$ cat config.mk
export PLATFORM = sky130hd
export DESIGN_NAME = rgb_to_yuv_planar_chroma_subsample_unit
export DESIGN_NICKNAME = d
export VERILOG_FILES = /design/src/sv/ryc_pkg.sv /design/src/sv/ryc_front.sv /design/src/sv/ryc_queue.sv /design/src/sv/ryc_back.sv /design/src/sv/rgb_to_yuv_planar_chroma_subsample_unit.sv
export SDC_FILE = /design/constraint.sdc
export NUM_CORES = 2
export LEC_CHECK = 0
export BUFFER_PORTS_ARGS = -buffer_cell sky130_fd_sc_hd__buf_2
export CAP_MARGIN = 20
export CORE_MARGIN = 1.5
export CORE_UTILIZATION = 45
export DETAILED_ROUTE_END_ITERATION = 6
export PLACE_DENSITY = 0.59
export SETUP_SLACK_MARGIN = 0.15
export SYNTH_ARGS = -nofsm -noshare
export SYNTH_HDL_FRONTEND = slang
export SYNTH_SLANG_ARGS = --single-unit
$ cat constraint.sdc
create_clock -name clock -period 8.9 [get_ports clock]
set_input_delay 0.445 -clock clock [delete_from_list [all_inputs] [get_ports clock]]
set_output_delay 0.445 -clock clock [all_outputs]
set_load 0.05 [all_outputs]
$ cat src/sv/ryc_pkg.sv
`default_nettype none

package ryc_pkg;

   // field widths
   localparam int CFG_W     = 12;
   localparam int ADDR_W    = 22;
   localparam int SAMPLE_W  = 8;
   localparam int CSR_IDX_W = 2;
   localparam int ACC_W     = 27;

   // register indexes
   localparam logic [CSR_IDX_W-1:0] CSR_PIC_WIDTH   = 2'd0;
   localparam logic [CSR_IDX_W-1:0] CSR_PIC_HEIGHT  = 2'd1;
   localparam logic [CSR_IDX_W-1:0] CSR_CHROMA_MODE = 2'd2;

   // register reset values
   localparam logic [CFG_W-1:0] PIC_WIDTH_RESET  = 12'd720;
   localparam logic [CFG_W-1:0] PIC_HEIGHT_RESET = 12'd400;

   // chroma layouts
   localparam logic [1:0] CHROMA_420 = 2'd0;
   localparam logic [1:0] CHROMA_422 = 2'd1;
   localparam logic [1:0] CHROMA_444 = 2'd2;

   // queue between front and back
   localparam int QUEUE_DEPTH = 4;
   localparam int QPTR_W      = $clog2(QUEUE_DEPTH);

   // q16 conversion coefficients
   localparam logic signed [17:0] COEF_Y_R = 18'sd19595;
   localparam logic signed [17:0] COEF_Y_G = 18'sd38470;
   localparam logic signed [17:0] COEF_Y_B = 18'sd7471;
   localparam logic signed [17:0] COEF_U_R = -18'sd11058;
   localparam logic signed [17:0] COEF_U_G = -18'sd21710;
   localparam logic signed [17:0] COEF_U_B = 18'sd32768;
   localparam logic signed [17:0] COEF_V_R = 18'sd32768;
   localparam logic signed [17:0] COEF_V_G = -18'sd27439;
   localparam logic signed [17:0] COEF_V_B = -18'sd5329;
   localparam logic signed [ACC_W-1:0] OFFSET_Y  = 27'sd0;
   localparam logic signed [ACC_W-1:0] OFFSET_UV = 27'sd8355840;

   // target planes, in emission order
   typedef enum logic [1:0] {
      PLANE_Y = 2'd0,
      PLANE_U = 2'd1,
      PLANE_V = 2'd2
   } plane_type;

   typedef struct packed {
      logic [7:0] red;
      logic [7:0] green;
      logic [7:0] blue;
   } req_type;

   typedef struct packed {
      logic [1:0]          plane_select;
      logic [ADDR_W-1:0]   plane_address;
      logic [SAMPLE_W-1:0] sample_value;
      logic                pixel_done;
      logic                frame_done;
   } rsp_type;

   // one classified pixel waiting for the back end
   typedef struct packed {
      req_type           pixel;
      logic [ADDR_W-1:0] luma_address;
      logic [ADDR_W-1:0] chroma_address;
      logic              chroma_on;
      logic              frame_end;
   } work_type;

endpackage

`default_nettype wire

$ cat src/sv/ryc_front.sv
`default_nettype none

module ryc_front #(
   parameter int MAX_WIDTH  = 2048,
   parameter int MAX_HEIGHT = 2048
) (
   input  wire logic                           clock,
   input  wire logic                           reset,
   input  wire logic                           csr_valid,
   output logic                                csr_ready,
   input  wire logic [ryc_pkg::CSR_IDX_W-1:0]  csr_index,
   input  wire logic [ryc_pkg::CFG_W-1:0]      csr_data,
   input  wire logic                           req_push,
   output logic                                req_full,
   input  wire ryc_pkg::req_type               req_word,
   output logic                                q_push,
   output ryc_pkg::work_type                   q_word,
   input  wire logic                           q_full
);
   import ryc_pkg::*;

   localparam int CW  = $clog2(MAX_WIDTH);
   localparam int RW  = $clog2(MAX_HEIGHT);
   localparam int SWN = $clog2(MAX_WIDTH + 16) + 1;
   localparam int DW  = (SWN > CFG_W) ? SWN : CFG_W;
   localparam int HWN = $clog2(MAX_HEIGHT) + 1;
   localparam int HW  = (HWN > CFG_W) ? HWN : CFG_W;
   localparam logic [DW-1:0] W_LIMIT = DW'(MAX_WIDTH);
   localparam logic [HW-1:0] H_LIMIT = HW'(MAX_HEIGHT);

   logic [CFG_W-1:0] width_ff, width_in;
   logic [CFG_W-1:0] height_ff, height_in;
   logic [1:0]       mode_ff, mode_in;
   logic [CW-1:0]    col_ff, col_in;
   logic [RW-1:0]    row_ff, row_in;

   logic [DW-1:0]     w_ext, w_eff, stride, half_stride, col_next;
   logic [HW-1:0]     h_ext, h_eff, row_next;
   logic              last_col, last_row;
   logic [RW-1:0]     chroma_row;
   logic [ADDR_W-1:0] luma_addr, chroma_addr;
   logic              chroma_on;

   // configuration registers, always ready
   assign csr_ready = 1'b1;

   always_comb begin
      width_in  = width_ff;
      height_in = height_ff;
      mode_in   = mode_ff;
      if (csr_valid) begin
         unique case (csr_index)
            CSR_PIC_WIDTH:   width_in  = csr_data;
            CSR_PIC_HEIGHT:  height_in = csr_data;
            CSR_CHROMA_MODE: mode_in   = csr_data[1:0];
            default: ;
         endcase
      end
   end

   // effective frame size and strides
   always_comb begin
      w_ext       = DW'(width_ff);
      h_ext       = HW'(height_ff);
      w_eff       = (width_ff == '0) ? DW'(1) : ((w_ext > W_LIMIT) ? W_LIMIT : w_ext);
      h_eff       = (height_ff == '0) ? HW'(1) : ((h_ext > H_LIMIT) ? H_LIMIT : h_ext);
      stride      = (w_eff + DW'(15)) & ~DW'(15);
      half_stride = stride >> 1;
      col_next    = DW'(col_ff) + DW'(1);
      row_next    = HW'(row_ff) + HW'(1);
      last_col    = (col_next >= w_eff);
      last_row    = (row_next >= h_eff);
   end

   // plane addresses and chroma decision
   always_comb begin
      luma_addr  = ADDR_W'(col_ff) + ADDR_W'(ADDR_W'(row_ff) * ADDR_W'(stride));
      chroma_row = (mode_ff == CHROMA_420) ? (row_ff >> 1) : row_ff;
      unique case (mode_ff)
         CHROMA_444: begin
            chroma_on   = 1'b1;
            chroma_addr = luma_addr;
         end
         CHROMA_420: begin
            chroma_on   = ~col_ff[0] & ~row_ff[0];
            chroma_addr = ADDR_W'(col_ff >> 1)
                        + ADDR_W'(ADDR_W'(chroma_row) * ADDR_W'(half_stride));
         end
         default: begin
            chroma_on   = ~col_ff[0];
            chroma_addr = ADDR_W'(col_ff >> 1)
                        + ADDR_W'(ADDR_W'(chroma_row) * ADDR_W'(half_stride));
         end
      endcase
   end

   // hand the classified word to the queue
   assign req_full = q_full;
   assign q_push   = req_push & ~q_full;

   always_comb begin
      q_word.pixel          = req_word;
      q_word.luma_address   = luma_addr;
      q_word.chroma_address = chroma_addr;
      q_word.chroma_on      = chroma_on;
      q_word.frame_end      = last_col & last_row;
   end

   // raster position
   always_comb begin
      col_in = col_ff;
      row_in = row_ff;
      if (q_push) begin
         if (last_col) begin
            col_in = '0;
            row_in = last_row ? '0 : RW'(row_next);
         end else begin
            col_in = CW'(col_next);
         end
      end
   end

   always_ff @(posedge clock) begin
      if (reset) begin
         width_ff  <= PIC_WIDTH_RESET;
         height_ff <= PIC_HEIGHT_RESET;
         mode_ff   <= CHROMA_420;
         col_ff    <= '0;
         row_ff    <= '0;
      end else begin
         width_ff  <= width_in;
         height_ff <= height_in;
         mode_ff   <= mode_in;
         col_ff    <= col_in;
         row_ff    <= row_in;
      end
   end

endmodule

`default_nettype wire

$ cat src/sv/ryc_queue.sv
`default_nettype none

module ryc_queue (
   input  wire logic               clock,
   input  wire logic               reset,
   input  wire logic               push,
   input  wire ryc_pkg::work_type  push_word,
   output logic                    full,
   input  wire logic               pop,
   output ryc_pkg::work_type       pop_word,
   output logic                    empty
);
   import ryc_pkg::*;

   work_type          entries_ff [QUEUE_DEPTH];
   logic [QPTR_W-1:0] wr_ptr_ff, wr_ptr_in;
   logic [QPTR_W-1:0] rd_ptr_ff, rd_ptr_in;
   logic [QPTR_W:0]   count_ff, count_in;
   logic              do_push, do_pop;

   // occupancy
   assign full     = (count_ff == (QPTR_W + 1)'(QUEUE_DEPTH));
   assign empty    = (count_ff == '0);
   assign do_push  = push & ~full;
   assign do_pop   = pop & ~empty;
   assign pop_word = entries_ff[rd_ptr_ff];

   // pointer and count update
   always_comb begin
      wr_ptr_in = do_push ? wr_ptr_ff + QPTR_W'(1) : wr_ptr_ff;
      rd_ptr_in = do_pop ? rd_ptr_ff + QPTR_W'(1) : rd_ptr_ff;
      count_in  = count_ff;
      if (do_push && !do_pop) begin
         count_in = count_ff + (QPTR_W + 1)'(1);
      end else if (do_pop && !do_push) begin
         count_in = count_ff - (QPTR_W + 1)'(1);
      end
   end

   always_ff @(posedge clock) begin
      if (reset) begin
         wr_ptr_ff <= '0;
         rd_ptr_ff <= '0;
         count_ff  <= '0;
      end else begin
         wr_ptr_ff <= wr_ptr_in;
         rd_ptr_ff <= rd_ptr_in;
         count_ff  <= count_in;
      end
   end

   // storage
   always_ff @(posedge clock) begin
      if (do_push) begin
         entries_ff[wr_ptr_ff] <= push_word;
      end
   end

endmodule

`default_nettype wire

$ cat src/sv/ryc_back.sv
`default_nettype none

module ryc_back (
   input  wire logic               clock,
   input  wire logic               reset,
   input  wire ryc_pkg::work_type  q_word,
   input  wire logic               q_empty,
   output logic                    q_pop,
   output logic                    rsp_empty,
   input  wire logic               rsp_pop,
   output ryc_pkg::rsp_type        rsp_word
);
   import ryc_pkg::*;

   work_type  work_ff, work_in;
   logic      work_valid_ff, work_valid_in;
   plane_type phase_ff, phase_in;
   rsp_type   out_ff, out_in;
   logic      out_valid_ff, out_valid_in;

   logic                    out_free, emit, last_phase, work_free;
   logic signed [17:0]      coef_r, coef_g, coef_b;
   logic signed [ACC_W-1:0] offset, red_ext, green_ext, blue_ext, acc;
   logic [SAMPLE_W-1:0]     sample;

   // handshake between work slot and output register
   assign out_free   = ~out_valid_ff | rsp_pop;
   assign emit       = work_valid_ff & out_free;
   assign last_phase = (phase_ff == PLANE_V) | ((phase_ff == PLANE_Y) & ~work_ff.chroma_on);
   assign work_free  = ~work_valid_ff | (emit & last_phase);
   assign q_pop      = work_free & ~q_empty;

   // next phase
   always_comb begin
      phase_in = phase_ff;
      if (q_pop) begin
         phase_in = PLANE_Y;
      end else if (emit) begin
         unique case (phase_ff)
            PLANE_Y: phase_in = PLANE_U;
            PLANE_U: phase_in = PLANE_V;
            default: phase_in = PLANE_Y;
         endcase
      end
   end

   // coefficient set for the current plane
   always_comb begin
      unique case (phase_ff)
         PLANE_Y: begin
            coef_r = COEF_Y_R;
            coef_g = COEF_Y_G;
            coef_b = COEF_Y_B;
            offset = OFFSET_Y;
         end
         PLANE_U: begin
            coef_r = COEF_U_R;
            coef_g = COEF_U_G;
            coef_b = COEF_U_B;
            offset = OFFSET_UV;
         end
         default: begin
            coef_r = COEF_V_R;
            coef_g = COEF_V_G;
            coef_b = COEF_V_B;
            offset = OFFSET_UV;
         end
      endcase
   end

   // q16 dot product, floor and saturate
   always_comb begin
      red_ext   = ACC_W'($signed({1'b0, work_ff.pixel.red}));
      green_ext = ACC_W'($signed({1'b0, work_ff.pixel.green}));
      blue_ext  = ACC_W'($signed({1'b0, work_ff.pixel.blue}));
      acc = offset + ACC_W'(coef_r) * red_ext + ACC_W'(coef_g) * green_ext
          + ACC_W'(coef_b) * blue_ext;
      if (acc[ACC_W-1]) begin
         sample = '0;
      end else if (|acc[ACC_W-2:16+SAMPLE_W]) begin
         sample = '1;
      end else begin
         sample = acc[16+SAMPLE_W-1:16];
      end
   end

   // outputs of the sequencer
   always_comb begin
      work_in       = work_ff;
      work_valid_in = work_valid_ff;
      if (q_pop) begin
         work_in       = q_word;
         work_valid_in = 1'b1;
      end else if (emit && last_phase) begin
         work_valid_in = 1'b0;
      end

      out_in       = out_ff;
      out_valid_in = out_valid_ff;
      if (emit) begin
         out_in.plane_select  = phase_ff;
         out_in.plane_address = (phase_ff == PLANE_Y) ? work_ff.luma_address
                                                      : work_ff.chroma_address;
         out_in.sample_value  = sample;
         out_in.pixel_done    = last_phase;
         out_in.frame_done    = last_phase & work_ff.frame_end;
         out_valid_in         = 1'b1;
      end else if (rsp_pop) begin
         out_valid_in = 1'b0;
      end
   end

   always_ff @(posedge clock) begin
      if (reset) begin
         work_valid_ff <= 1'b0;
         out_valid_ff  <= 1'b0;
         phase_ff      <= PLANE_Y;
      end else begin
         work_valid_ff <= work_valid_in;
         out_valid_ff  <= out_valid_in;
         phase_ff      <= phase_in;
      end
   end

   always_ff @(posedge clock) begin
      work_ff <= work_in;
      out_ff  <= out_in;
   end

   assign rsp_empty = ~out_valid_ff;
   assign rsp_word  = out_ff;

endmodule

`default_nettype wire

$ cat src/sv/rgb_to_yuv_planar_chroma_subsample_unit.sv
// a pixel pushed into an idle unit passes the queue, the work slot and the result register
// before its Y word shows; U and V follow in turn as the word before each is popped
// the back end emits one plane word per cycle on the single result port while work waits and
// the sink pops; a pixel that carries chroma gives three words, a luma-only pixel one
// reset: synchronous, clears position counters, queue and result register; 720x400, 4:2:0
`default_nettype none

module rgb_to_yuv_planar_chroma_subsample_unit #(
   parameter int MAX_WIDTH  = 2048,
   parameter int MAX_HEIGHT = 2048
) (
   input  wire logic                           clock,
   input  wire logic                           reset,
   input  wire logic                           csr_valid,
   output logic                                csr_ready,
   input  wire logic [ryc_pkg::CSR_IDX_W-1:0]  csr_index,
   input  wire logic [ryc_pkg::CFG_W-1:0]      csr_data,
   input  wire logic                           req_push,
   output logic                                req_full,
   input  wire ryc_pkg::req_type               req_word,
   output logic                                rsp_empty,
   input  wire logic                           rsp_pop,
   output ryc_pkg::rsp_type                    rsp_word
);
   import ryc_pkg::*;

   logic     q_push, q_full, q_pop, q_empty;
   work_type q_push_word, q_pop_word;

   // position tracking and address generation
   ryc_front #(
      .MAX_WIDTH  (MAX_WIDTH),
      .MAX_HEIGHT (MAX_HEIGHT)
   ) u_front (
      .clock     (clock),
      .reset     (reset),
      .csr_valid (csr_valid),
      .csr_ready (csr_ready),
      .csr_index (csr_index),
      .csr_data  (csr_data),
      .req_push  (req_push),
      .req_full  (req_full),
      .req_word  (req_word),
      .q_push    (q_push),
      .q_word    (q_push_word),
      .q_full    (q_full)
   );

   // decoupling queue
   ryc_queue u_queue (
      .clock     (clock),
      .reset     (reset),
      .push      (q_push),
      .push_word (q_push_word),
      .full      (q_full),
      .pop       (q_pop),
      .pop_word  (q_pop_word),
      .empty     (q_empty)
   );

   // color conversion and plane word sequencing
   ryc_back u_back (
      .clock     (clock),
      .reset     (reset),
      .q_word    (q_pop_word),
      .q_empty   (q_empty),
      .q_pop     (q_pop),
      .rsp_empty (rsp_empty),
      .rsp_pop   (rsp_pop),
      .rsp_word  (rsp_word)
   );

endmodule

`default_nettype wire

* Word-level counts from Yosys, hierarchy flattened *
Memory sizes are Yosys's and may differ from the RTL's. A register that Yosys moved wholly into a read port is not among the register bits.
Cells that the tools add are included.
W data, S select, Z words.

storage, ports and cells
  output and inout bits = 37
  word-level logic and storage cells = 108
  memories = 1
  input bits = 43
  ROM bits = 0
  flip-flop bits (word level) = 93
  latch bits = 0
  memory bits (writable) = 280

operators by class
  $mul = 5
  equal/unequal tests = 6
  multiplexer cells = 24
  shifts and indexed selects = 0
  order comparisons = 4
  bitwise operators = 20
  div/mod/pow operators = 0
  $add $sub $neg = 12
  reduce and logical (&&, ||, !) cells = 20

memories
  name                words  bits a word  rd ports  clocked after Yosys merged registers in  wr ports  line             RTL
  u_queue.entries_ff  4      70           1         1                                        1         ryc_queue.sv:15  work_type entries_ff [QUEUE_DEPTH];

operator list
  kind                     number
  $pmux W18 S2             3
  $mul A18 B9 Y27          3
  $add A27 B27 Y27         2
  $mux W22                 2
  $mux W12                 3
  $mux W11                 3
  $add A24 B27 Y27         1
  $add A11 B1 Y12 const B  2
  $gt A12 B12 Y1 const B   2
  $logic_not A12 Y1        2
  $mux W23                 1
  $add A10 B22 Y22         1
  $add A11 B22 Y22         1
  $mul A11 B9 Y19          1
  $mul A11 B9 Y18          1
  $add A13 B4 Y13 const B  1
  $ge A13 B13 Y1           1
  $mux W13                 1
  $ge A12 B12 Y1           1
  $and A1 B1 Y1            10
  $mux W8                  1
  $reduce_and A2 Y1        4
  $not A1 Y1               7
  $eq A2 B2 Y1 const B     3
  other kinds (16)         34

* Logic depth before layout (Yosys ltp) *
  word-level depth = 10
  depth in mapped cells = 29
  gate-level depth less buffers = 28

* Modules after synthesis *
Synthesis repeated with hierarchy kept, for this count alone.

second synthesis, totals
  cells, all modules = 3348
  area, all modules = 37493.5 um^2

by module, submodules not included
  module     instances  area each (um^2)  cells an instance  sequential area each (um^2)
  ryc_back   1          16087.9           1552               3203.1
  ryc_front  1          10762.8           1382               960.9
  ryc_queue  1          10642.7           414                8588.2

* Worst setup path after synthesis *
No wires, ideal clock.

  kind = register -> register
  start point = register u_back.phase_ff[0]
  end point = register u_back.out_ff (netlist bit u_back.rsp_word[2]), data pin
  period minus slack after synthesis = 7.579 ns
  data arrival time = 7.448 ns
  setup time = 0.131 ns
  required time = 8.769 ns
  setup slack = 1.321 ns
  cell stages (with the launch flop) = 26
  path buffers = 2
  path through = dfxtp_1 buf_4 or2_2 inv_1 clkbuf_1 nor2_1 fa_1 inv_1 fa_1 inv_1 fa_1 inv_1 fa_1 fa_1 fa_1 inv_1 fa_1 ha_1 a21o_1 a21o_1 a21o_1 o31a_4 a31oi_4 mux2i_1 a2111oi_4 o21a_1

on the way
  elaborated cells between the ends (all ways) = 14
  classes of those cells = 3 x add/sub; 3 x mul; 1 x eq/ne; 5 x mux; 2 x reduce/logical

RTL lines
  what                                                     line             RTL
  start: declaration                                       ryc_back.sv:17   plane_type phase_ff, phase_in;
  start signal: assignment                                 ryc_back.sv:121  phase_ff <= phase_in;
  $eq A2 B1 Y1 / $logic_not A2 Y1 (equally long branches)  ryc_back.sv:49   unique case (phase_ff)
  $pmux W18 S2 *                                           ryc_back.sv:49
  named net u_back.coef_b[10]                              ryc_back.sv:22   logic signed [17:0] coef_r, coef_g, coef_b;
  $mul A18 B9 Y27 *                                        ryc_back.sv:77   + ACC_W'(coef_b) * blue_ext;
  $add A27 B27 Y27 *                                       ryc_back.sv:77
  $reduce_or A2 Y1                                         ryc_back.sv:80   end else if (|acc[ACC_W-2:16+SAMPLE_W]) begin
  $mux W8                                                  ryc_back.sv:80
  end signal: assignment                                   ryc_back.sv:127  out_ff <= out_in;
  end: declaration                                         ryc_back.sv:18   rsp_type out_ff, out_in;

Mark *: on every way through the listed nets, which the timed path passes. The rest lies on a longest branch.
A chain may end at the register's enable or synchronous reset.

==> impl_metrics.env <==
export IMPL_status="finished, final reports clean"
export IMPL_area_of_the_mapped_netlist_um2=36700
export IMPL_clk_pin_slew_ns=0.06
export IMPL_r2r_setup_slack_ns=0.75
export IMPL_synth_ff_type="edfxtp_1"
export IMPL_die_height_um=289
export IMPL_post_synth_edffs=384
export IMPL_pre_cts_slack_ns=0.791
export IMPL_area_growth_syn_to_layout_pct=8.70
export IMPL_layout_setup_ws_ns=0.752
export IMPL_detail_route_antenna_nets=0
export IMPL_r2r_start="u_front.width_ff[11]"
export IMPL_syn_area_per_cell_um2=11.6
export IMPL_cts_buffer_depth=3
export IMPL_critical_path_endpoint_type="register"
export IMPL_hp_class="primary input to register"
export IMPL_crit_path_start="u_front.width_ff[11]"
export IMPL_area_after_dpl_um2=38300
export IMPL_place_hpwl_um=67000
export IMPL_synth_area_leader_cell="edfxtp_1"
export IMPL_final_period_minus_worst_setup_slack_ns=8.15
export IMPL_gp_routability_congestion=0.922
export IMPL_syn_instance_count=3172
export IMPL_tritoncts_num_sinks=443
export IMPL_vias_per_cell=5.10
export IMPL_final_cell_area_um2=39900
export IMPL_maxCapViolations=0
export IMPL_slew_headroom=0.269
export IMPL_tightest_slew_ns=1.09
export IMPL_cts_buffers=48
export IMPL_synth_top_area_share=0.314
export IMPL_start_kind="register"
export IMPL_clk_insertion_delay_late_ns=0.59
export IMPL_finalClockSkew_ns=0.0266
export IMPL_fmax_ghz=0.123
export IMPL_netlist_cell_type_count=77
export IMPL_drt_wirelength_per_cell_um=19.3
export IMPL_cts_resized=0
export IMPL_boundaryPins=80
export IMPL_final_count_of_negative_setup_slack_endpoints=0
export IMPL_first_pass_iters=5
export IMPL_row_count=104
export IMPL_die_width_um=289
export IMPL_worstPathArrival_ns=8.48
export IMPL_finalHoldViolCount=0
export IMPL_port_buf_inserts=78
export IMPL_layout_worst_path_cycle_share=0.916
export IMPL_pin_count_of_the_biggest_net_entering_global_routing=60
export IMPL_yosysWarningCount=0
export IMPL_asyncSetResetFlopFracSynth=0
export IMPL_core_region_area_um2=80500
export IMPL_wirelength_um=83900
export IMPL_synth_top_area_cells="edfxtp_1, fa_1, ha_1"
export IMPL_setup_tns_ns=0
export IMPL_drcViolationCount=0
export IMPL_cts_root_buf="clkbuf_16"
export IMPL_grt_first_pass_wirelength_um=135000
export IMPL_fin_hold_ws_ns=0.0667
export IMPL_fp_dieArea_um2=83200
export IMPL_floorplan_initialDensity=0.455
export IMPL_cts_tree="done"
export IMPL_synth_seq_cells=443
export IMPL_setup_worst_path_end="u_queue.entries_ff[1][22]"
export IMPL_ff2ff_path_depth=23
export IMPL_setup_worst_path_class="register to register"
export IMPL_drt_iter0_drc=1219
export IMPL_leading_post_synthesis_cells_by_instance_count="inv_1, fa_1, edfxtp_1"
export IMPL_nNetsFinal=4044
export IMPL_antenna_found_initial=1
export IMPL_worst_endpoint_required_ns=9.23
export IMPL_cts_repair_timing_setup_buffer_count=0
export IMPL_slew_violations=0
export IMPL_grt_pass1_vias=24400
export IMPL_drive_gt1_frac=0.0914
export IMPL_groute_usage_overall=0.211
export IMPL_synth_sequential_area_ratio=0.347
export IMPL_grt_overflow=0
export IMPL_crit_fanout=11
export IMPL_grt_setup_unrepaired="false"
export IMPL_number_of_hold_buffers_added_after_cts=0
export IMPL_n_antenna_cell=0
export IMPL_r2r_end="u_queue.entries_ff[1][22]"
export IMPL_most_repeated_cell_in_the_gate_level_netlist_after_synthesis="inv_1"
export IMPL_via_total_after_detailed_routing=22100
export IMPL_htreeDepth=2
==> worst min path at each step <==
stage	start	endpoint	slack (ns)	cells past startpoint
3_5_place_dp	u_front.h_ext[0]	u_front.h_ext[0]	0.47	2
4_1_cts	req_word[23]	u_queue.entries_ff[0][69]	0.03	1
5_1_grt	req_word[14]	u_queue.entries_ff[0][60]	0.04	1
3_3_place_gp	u_front.h_ext[9]	u_front.h_ext[9]	0.46	2
6_report	req_word[22]	u_queue.entries_ff[2][68]	0.07	1
2_1_floorplan	u_back.phase_ff[0]	u_back.rsp_word[32]	0.41	0
==> cells by family (layout without fill, tap and decap cells) <==
| group | after synthesis | count (layout) | share of synthesized area |
|---|---|---|---|
| adders and majority gates | 758 | 758 | 0.354 |
| buffers and inverters | 799 | 888 | 0.0824 |
| DFF | 443 | 443 | 0.347 |
| other | 2 | 23 | 0.000205 |
| AOI/OAI and AO/OA | 261 | 261 | 0.0475 |
| and+or+nand+nor | 685 | 685 | 0.0876 |
| muxes | 108 | 108 | 0.0540 |
| xor gates and xnor gates | 116 | 116 | 0.0279 |
==> worst max-delay path: stages, from the launching register on <==
cell and delay (ns):
dfxtp_1 0.40, inv_1 0.30, nand2_1 0.17, nor4_2 0.59, and3_1 0.33, nor2b_1 0.26, xor2_1 0.72, nor2_1 0.17
fa_1 0.54, fa_1 0.52, fa_1 0.57, inv_1 0.06, fa_1 0.52, inv_1 0.04, ha_1 0.40, nand3_1 0.12
o2111ai_2 0.27, xor2_1 0.33, a32oi_1 0.11, o2bb2ai_2 0.20, nand4_1 0.22, or4_1 0.59, xnor2_1 0.15, mux2_2 0.31
==> cell usage in the layout, fill, tap and decap left out, types with 20 or more instances in the layout <==
cell type / n
dfxtp_1: 57
mux2_2: 20
a21oi_1: 91
o21ai_0: 37
nand3_1: 33
buf_2: 78
nor2b_1: 21
and2_1: 85
inv_1: 694
edfxtp_1: 384
fa_1: 466
xor2_1: 39
nand2_1: 317
nor3_1: 24
conb_1: 23
xnor2_1: 76
a21o_1: 29
ha_1: 292
buf_4: 22
nor2_1: 114
mux4_2: 70
clkbuf_16: 48
==> state kept, by name, summed over array words and instances, names as in the netlist <==
signal,flops
u_back.red_ext,8
u_back.phase_ff,2
u_front.h_ext,12
u_back.blue_ext,8
u_back.work_ff,46
u_front.row_ff,11
u_back.green_ext,8
u_front.width_ff,12
u_back.work_valid_ff,1
u_queue.entries_ff,280
u_back.rsp_word,34
u_queue.rd_ptr_ff,2
u_back.out_valid_ff,1
u_front.col_ff,11
u_queue.wr_ptr_ff,2
u_queue.count_ff,3
u_front.mode_ff,2
==> stage by stage <==
stage          cells   util
5_1_grt         4342  0.495
4_1_cts         4340  0.495
3_5_place_dp    4251  0.475
6_report        4342  0.495
2_1_floorplan   3193      -
3_3_place_gp    4248  0.475
==> metal layers <==
layer | global-route usage | wire length [um] | vias up
met5 | 0 | 14 | -
met4 | 0.0692 | 2650 | 2
met2 | 0.385 | 43900 | 421
met3 | 0.0216 | 2520 | 154
li1 | - | - | 10400
met1 | 0.262 | 34800 | 11200
==> layout make-up <==
| cell class | instances | area, um2 |
|---|---|---|
| Clock inverter | 36 | 339 |
| Sequential cell | 443 | 12700 |
| Multi-Input combinational cell | 1951 | 21100 |
| Fill cell | 7133 | 40700 |
| Timing Repair Buffer | 103 | 598 |
| Clock buffer | 53 | 1230 |
| Inverter | 696 | 2610 |
| Tap cell | 1060 | 1330 |
Power is not shown: default switching activity piles up to over one toggle a cycle in this logic, so the estimate is an artifact.
